File: src/rtl/ierr_pkg.sv
package ierr_pkg;

  localparam int unsigned MAPS_DEF          = 4;
  localparam int unsigned RULES_PER_MAP_DEF = 16;
  localparam int unsigned CHANNELS_DEF      = 16;

  localparam int unsigned FIELDS  = 4;
  localparam int unsigned BOUND_W = 2 + 32 + 32;
  localparam int unsigned REPL_W  = 33;
  localparam int unsigned HDR_W   = 12;

  typedef enum logic [1:0] {
    ACT_EVENT  = 2'd0,
    ACT_BOUNDS = 2'd1,
    ACT_REPL   = 2'd2,
    ACT_HEADER = 2'd3
  } action_t;

  typedef enum logic [2:0] {
    KIND_DROP   = 3'd0,
    KIND_PASS   = 3'd1,
    KIND_SEND   = 3'd2,
    KIND_SWITCH = 3'd3,
    KIND_EXIT   = 3'd4,
    KIND_EXEC   = 3'd5
  } rule_kind_t;

  typedef enum logic [1:0] {
    OUT_EVENT = 2'd0,
    OUT_EXEC  = 2'd1,
    OUT_EXIT  = 2'd2
  } out_kind_t;

  localparam logic [1:0] CFG_START_MAP    = 2'd0;
  localparam logic [1:0] CFG_MAPS_PRESENT = 2'd1;

  typedef struct packed {
    logic [3:0]  channel;
    logic [15:0] ev_type;
    logic [15:0] ev_code;
    logic [31:0] ev_value;
  } event_t;

  typedef struct packed {
    logic [1:0]  out_kind;
    logic [3:0]  out_channel;
    logic [15:0] out_type;
    logic [15:0] out_code;
    logic [31:0] out_value;
    logic [7:0]  command_index;
  } result_t;

endpackage

File: src/rtl/ierr_if.sv
interface ierr_in_if;
  logic        valid;
  logic        ready;
  logic [1:0]  action;
  logic [3:0]  channel;
  logic [15:0] ev_type;
  logic [15:0] ev_code;
  logic [31:0] ev_value;
  logic [1:0]  rule_map;
  logic [3:0]  rule_slot;
  logic [1:0]  field_sel;
  logic [31:0] bound_low;
  logic [31:0] bound_high;
  logic [1:0]  bound_flags;
  logic [2:0]  rule_kind;
  modport source (output valid, action, channel, ev_type, ev_code, ev_value, rule_map,
                  rule_slot, field_sel, bound_low, bound_high, bound_flags, rule_kind,
                  input ready);
  modport sink (input valid, action, channel, ev_type, ev_code, ev_value, rule_map,
                rule_slot, field_sel, bound_low, bound_high, bound_flags, rule_kind,
                output ready);
endinterface


File: src/rtl/ierr_front.sv
module ierr_front #(
  parameter int unsigned DEPTH = 4
) (
  input  logic                 clk,
  input  logic                 rst_n,
  ierr_in_if.sink              in_ch,
  output logic                 q_valid,
  input  logic                 q_pop,
  input  logic                 back_idle,
  output ierr_pkg::event_t     q_event,
  output logic                 wr_en,
  output logic [1:0]           wr_action,
  output logic [1:0]           wr_map,
  output logic [3:0]           wr_slot,
  output logic [1:0]           wr_field,
  output logic [31:0]          wr_low,
  output logic [31:0]          wr_high,
  output logic [1:0]           wr_flags,
  output logic [2:0]           wr_kind
);
  import ierr_pkg::*;

  localparam int unsigned AW = (DEPTH > 1) ? $clog2(DEPTH) : 1;

  event_t        fifo_r [DEPTH];
  logic [AW-1:0] rd_r, rd_nxt, wp_r, wp_nxt;
  logic [AW:0]   cnt_r, cnt_nxt;
  logic          push;
  logic          acc;

  // rule writes are taken only with the queue empty and the back idle so they stay in order
  assign in_ch.ready = (in_ch.action == ACT_EVENT) ? (cnt_r != DEPTH[AW:0])
                                                  : (cnt_r == '0 && !q_pop && back_idle);
  assign acc       = in_ch.valid && in_ch.ready;
  assign push      = acc && in_ch.action == ACT_EVENT;
  assign wr_en     = acc && in_ch.action != ACT_EVENT;
  assign wr_action = in_ch.action;
  assign wr_map    = in_ch.rule_map;
  assign wr_slot   = in_ch.rule_slot;
  assign wr_field  = in_ch.field_sel;
  assign wr_low    = in_ch.bound_low;
  assign wr_high   = in_ch.bound_high;
  assign wr_flags  = in_ch.bound_flags;
  assign wr_kind   = in_ch.rule_kind;

  assign q_valid = cnt_r != '0;
  assign q_event = fifo_r[rd_r];

  always_comb begin
    rd_nxt  = rd_r;
    wp_nxt  = wp_r;
    cnt_nxt = cnt_r;
    if (push) begin
      wp_nxt  = (wp_r == AW'(DEPTH - 1)) ? '0 : wp_r + 1'b1;
      cnt_nxt = cnt_nxt + 1'b1;
    end
    if (q_pop) begin
      rd_nxt  = (rd_r == AW'(DEPTH - 1)) ? '0 : rd_r + 1'b1;
      cnt_nxt = cnt_nxt - 1'b1;
    end
  end

  always_ff @(posedge clk) begin
    if (!rst_n) begin
      rd_r  <= '0;
      wp_r  <= '0;
      cnt_r <= '0;
    end else begin
      rd_r  <= rd_nxt;
      wp_r  <= wp_nxt;
      cnt_r <= cnt_nxt;
    end
    if (push) begin
      fifo_r[wp_r] <= '{channel: in_ch.channel, ev_type: in_ch.ev_type,
                        ev_code: in_ch.ev_code, ev_value: in_ch.ev_value};
    end
  end
endmodule

File: src/flat_wrapper.sv
// flat-port wrapper written by rule: the top's interface ports become plain ports
module ierr_front_flat import ierr_pkg::*;
#(
  parameter int unsigned DEPTH = 4
)
  (clk, rst_n, q_valid, q_pop, back_idle, q_event, wr_en, wr_action, wr_map, wr_slot, wr_field, wr_low, wr_high, wr_flags, wr_kind, in_ch_valid, in_ch_action, in_ch_channel, in_ch_ev_type, in_ch_ev_code, in_ch_ev_value, in_ch_rule_map, in_ch_rule_slot, in_ch_field_sel, in_ch_bound_low, in_ch_bound_high, in_ch_bound_flags, in_ch_rule_kind, in_ch_ready);
  ierr_in_if in_ch_i ();
  input  logic clk;
  input  logic rst_n;
  output logic q_valid;
  input  logic q_pop;
  input  logic back_idle;
  output ierr_pkg::event_t q_event;
  output logic wr_en;
  output logic [1:0] wr_action;
  output logic [1:0] wr_map;
  output logic [3:0] wr_slot;
  output logic [1:0] wr_field;
  output logic [31:0] wr_low;
  output logic [31:0] wr_high;
  output logic [1:0] wr_flags;
  output logic [2:0] wr_kind;
  input wire logic [$bits(in_ch_i.valid)-1:0] in_ch_valid;
  input wire logic [$bits(in_ch_i.action)-1:0] in_ch_action;
  input wire logic [$bits(in_ch_i.channel)-1:0] in_ch_channel;
  input wire logic [$bits(in_ch_i.ev_type)-1:0] in_ch_ev_type;
  input wire logic [$bits(in_ch_i.ev_code)-1:0] in_ch_ev_code;
  input wire logic [$bits(in_ch_i.ev_value)-1:0] in_ch_ev_value;
  input wire logic [$bits(in_ch_i.rule_map)-1:0] in_ch_rule_map;
  input wire logic [$bits(in_ch_i.rule_slot)-1:0] in_ch_rule_slot;
  input wire logic [$bits(in_ch_i.field_sel)-1:0] in_ch_field_sel;
  input wire logic [$bits(in_ch_i.bound_low)-1:0] in_ch_bound_low;
  input wire logic [$bits(in_ch_i.bound_high)-1:0] in_ch_bound_high;
  input wire logic [$bits(in_ch_i.bound_flags)-1:0] in_ch_bound_flags;
  input wire logic [$bits(in_ch_i.rule_kind)-1:0] in_ch_rule_kind;
  output wire logic [$bits(in_ch_i.ready)-1:0] in_ch_ready;
  assign in_ch_i.valid = in_ch_valid;
  assign in_ch_i.action = in_ch_action;
  assign in_ch_i.channel = in_ch_channel;
  assign in_ch_i.ev_type = in_ch_ev_type;
  assign in_ch_i.ev_code = in_ch_ev_code;
  assign in_ch_i.ev_value = in_ch_ev_value;
  assign in_ch_i.rule_map = in_ch_rule_map;
  assign in_ch_i.rule_slot = in_ch_rule_slot;
  assign in_ch_i.field_sel = in_ch_field_sel;
  assign in_ch_i.bound_low = in_ch_bound_low;
  assign in_ch_i.bound_high = in_ch_bound_high;
  assign in_ch_i.bound_flags = in_ch_bound_flags;
  assign in_ch_i.rule_kind = in_ch_rule_kind;
  assign in_ch_ready = in_ch_i.ready;
  ierr_front #(.DEPTH(DEPTH)) u_core (.clk(clk), .rst_n(rst_n), .in_ch(in_ch_i), .q_valid(q_valid), .q_pop(q_pop), .back_idle(back_idle), .q_event(q_event), .wr_en(wr_en), .wr_action(wr_action), .wr_map(wr_map), .wr_slot(wr_slot), .wr_field(wr_field), .wr_low(wr_low), .wr_high(wr_high), .wr_flags(wr_flags), .wr_kind(wr_kind));
endmodule
File: config.mk
export PLATFORM = sky130hd
export DESIGN_NAME = ierr_front_flat
export DESIGN_NICKNAME = d
export VERILOG_FILES = /design/src/rtl/ierr_pkg.sv /design/src/rtl/ierr_if.sv /design/src/rtl/ierr_front.sv /design/src/flat_wrapper.sv
export SDC_FILE = /design/constraint.sdc
export NUM_CORES = 1
export LEC_CHECK = 0
export ABC_AREA = 1
export BUFFER_PORTS_ARGS = -buffer_cell sky130_fd_sc_hd__buf_2
export CORE_UTILIZATION = 53
export CTS_CLUSTER_DIAMETER = 40
export DETAILED_ROUTE_END_ITERATION = 10
export PLACE_DENSITY_LB_ADDON = 0.3
export SLEW_MARGIN = 20
export SYNTH_ARGS = -nofsm -noshare
export SYNTH_HDL_FRONTEND = slang
export SYNTH_SLANG_ARGS = --single-unit
File: constraint.sdc
create_clock -name clk -period 6.46 [get_ports clk]
set_input_delay 1.292 -clock clk [delete_from_list [all_inputs] [get_ports clk]]
set_output_delay 1.292 -clock clk [all_outputs]
set_load 0.005 [all_outputs]
==> flow_summary.toml <==
[outcome]
outcome = "completed"

[flow_run]
maxCapViolCount = 0

[power]
finalPower_uw = 4333
leakage_uw = 0.004486
p_seq_frac = 0.472
pwr-share-comb = 0.069
power_frac_clock = 0.458
ir_drop_mv = 0.2429
switching_share = 0.2156
pwr_density_cell_mw_per_mm2 = 340.5
intPower_uw = 3399
switching_power_uw = 934.4

[yosys]
synthFlopType = "edfxtp_1"
postSynth.asyncResetShare = 0
synth_nets = 973
syn_inst = 813
synth_cell_types = 28
synth_edf_count = 272
synth_warnings = 0
syn-cell-area_mm2 = 0.01122
yosysSeqAreaShare = 0.7441
avgSynthCellArea_um2 = 13.80
ys_ff_latch = 281

[place]
io_buffers = 147
globalplace.congestion = 0.7672
dp_hpwl_um = 14580

[timing]
tightestPinTransition_ps = 955.6
slew_headroom = 0.3630
report.final.slew_viol_count = 0
final.setup.tns_ps = 0
fmax_mhz = 251.2
final.min_clock_period_ps = 3981
finalClockSkew_ps = 26.29
rsz0062_at_grt = "no"
post-route-period-util = 0.6163
setup_viol = 0
finalHoldViolations = 0

[routing]
vias_per_cell = 5.617
dr.pass1.iters = 5
drc = 0
ant_nets = 0
drt_first_iter_violations = 448
wl_per_cell_um = 20.81
drt_wl_total_um = 24540
vias = 6623

[cells_and_area]
drive_gt1_frac = 0.2442
area_delta_synth_final_pct = 13.44
final_cell_mix = "edfxtp_1, buf_2, nor2_1"
layout_commonest_cell = "edfxtp_1"
nNetsFinal = 1040
n_fill_cell = 1561

[critical_path]
crit_path_start_kind = "register"
cp_max_fo = 76
critPathMaxStageDelay_ps = 760
critPathRequiredTime_ps = 5170
reg2reg_to = "u_core.fifo_r[3][36]"
ff2ff_setup_slack_ps = 3450
cp.buffers_inverters = 2
slowest_stage = "dfxtp_4"
reg2reg_depth = 6
path_cells = "buf_4 -> o21ai_0 -> o22ai_1 -> buf_2"
worst-setup-path-type = "reg2out"
end_kind = "output port"
r2r_start = "u_core.cnt_r[0]"
crit_arrival_ps = 2690
crit_family = "buffers and inverters"

[die]
coreArea_mm2 = 0.02049
num_io_pins = 302
rows = 52
start_util = 0.5474
die_w_um = 147.5
die_area_mm2 = 0.02175
die_y_um = 147.5

[grt]
antenna_found_initial = 3
grt_util_all_layers = 0.2220
grt_util_met2 = 0.3623
grt.met1_usage = 0.2746
grt_pass1_vias = 6490
grt_max_degree = 137
grt_pass1_wl_um = 36380
grt-busiest-layer = "met2"
grt_overflow_total = 0
grt_use_met3 = 0.07469

[min_path]
hp-start = "u_core.wp_r[1]"
hold_depth = 2
whs_endpoint = "u_core.wp_r[1]"
hold_path.class = "reg2reg"

[clock_tree]
path_clk_slew_ps = 50
tritoncts = "done"
cts_resized = 0
cts_setup_buffers = 0
clock_latency_ps = 520
clockBufferDepth = 3
htreeDepth = 2
cts-root-buf = "clkbuf_16"
cts_sinks = 281
ctsHoldBuffers = 0
cts_made_buffers = 34
-- cell families (layout without fill, tap and decap cells) --
group           count (synthesis)  count (layout)  synth area share
other cells                     0               4                 0
buf+inv                       140             232           0.08276
compound gates                213             213            0.1032
simple gates                  170             170           0.06023
xor+xnor                        1               1         0.0007809
flops                         281             281            0.7441
fa+ha+maj                       8               8          0.008923
-- routing by layer --
| layer | routed length, um | share of wire |
|---|---|---|
| met5 | 0 | 0 |
| met4 | 577 | 0.024 |
| met3 | 2267 | 0.092 |
| met2 | 12070 | 0.49 |
| met1 | 9620 | 0.39 |
-- area by class of cell --
type | instances | area [um^2] | share of cell area
tap | 270 | 337.8 | 0.02655
antenna | 4 | 10.01 | 0.0007865
sequential | 281 | 8353 | 0.6564
multi-input combinational | 392 | 1972 | 0.1549
clock inverter | 23 | 330.3 | 0.02596
clock buffer | 38 | 865.8 | 0.06804
timing repair buffer | 154 | 788.3 | 0.06194
inverter | 17 | 68.82 | 0.005408
-- Yosys cell counts (2+ instances only) --
cell | number | area share
buf_4 | 80 | 0.054
buf_2 | 16 | 0.0071
clkbuf_2 | 8 | 0.0036
nand4_1 | 4 | 0.0022
buf_6 | 9 | 0.0090
ha_1 | 8 | 0.0089
o21ai_1 | 4 | 0.0018
o21ai_0 | 135 | 0.060
nand3_1 | 2 | 0.00089
a21oi_1 | 4 | 0.0018
clkbuf_1 | 10 | 0.0033
nand2_1 | 10 | 0.0033
nand2_2 | 2 | 0.0011
dfxtp_1 | 9 | 0.016
inv_1 | 15 | 0.0050
nor2_1 | 147 | 0.049
edfxtp_1 | 272 | 0.73
o22ai_1 | 68 | 0.038
-- stage by stage --
stage	instances	hold slack, ps	setup slack, ps	area (um^2)	util
after floorplan	813	489.7	1438	11220	-
after global placement	1114	515.5	2704	11520	0.5621
after detailed placement	1114	522.3	2625	11520	0.5621
after CTS	1175	528.7	2455	12720	0.6205
after global routing	1177	540.4	2298	12720	0.6207
final	1179	521.1	2479	12730	0.6209
-- worst reg2reg max path, cell delays in order, from the launching register on --
cell	delay (ps)
dfxtp_1	370
inv_1	90
ha_1	240
nand2_2	140
nand3_2	320
nor2_4	800
buf_4	650
-- state kept, by name (all words and copies together), names as in the netlist, named ones only --
register       flops
u_core.rd_r        2
u_core.wp_r        2
u_core.cnt_r       3
u_core.fifo_r    272
-- power groups by stage --
| stage | logic (uW) | clock network, uW | registers [uW] |
|---|---|---|---|
| after CTS | 304 | 2010 | 2050 |
| after global placement | 297 | 0 | 2080 |
| final | 301 | 1990 | 2050 |
| after detailed placement | 302 | 0 | 2090 |
| after floorplan | 211 | 0 | 2080 |
| after global routing | 336 | 2080 | 2050 |
-- worst max-delay path by stage --
| stage | start | end | slack (ps) | cells past startpoint |
|---|---|---|---|---|
| floorplan | in_ch_action[1] | u_core.fifo_r[0][0] | 1440 | 4 |
| global placement | in_ch_action[1] | u_core.fifo_r[0][39] | 2700 | 5 |
| detailed placement | in_ch_action[1] | u_core.fifo_r[3][25] | 2630 | 5 |
| CTS | register | q_event[61] | 2460 | 4 |
| global route | register | q_event[49] | 2300 | 4 |
| finish | register | q_event[49] | 2480 | 4 |
Power figures use the tool's default switching activity.
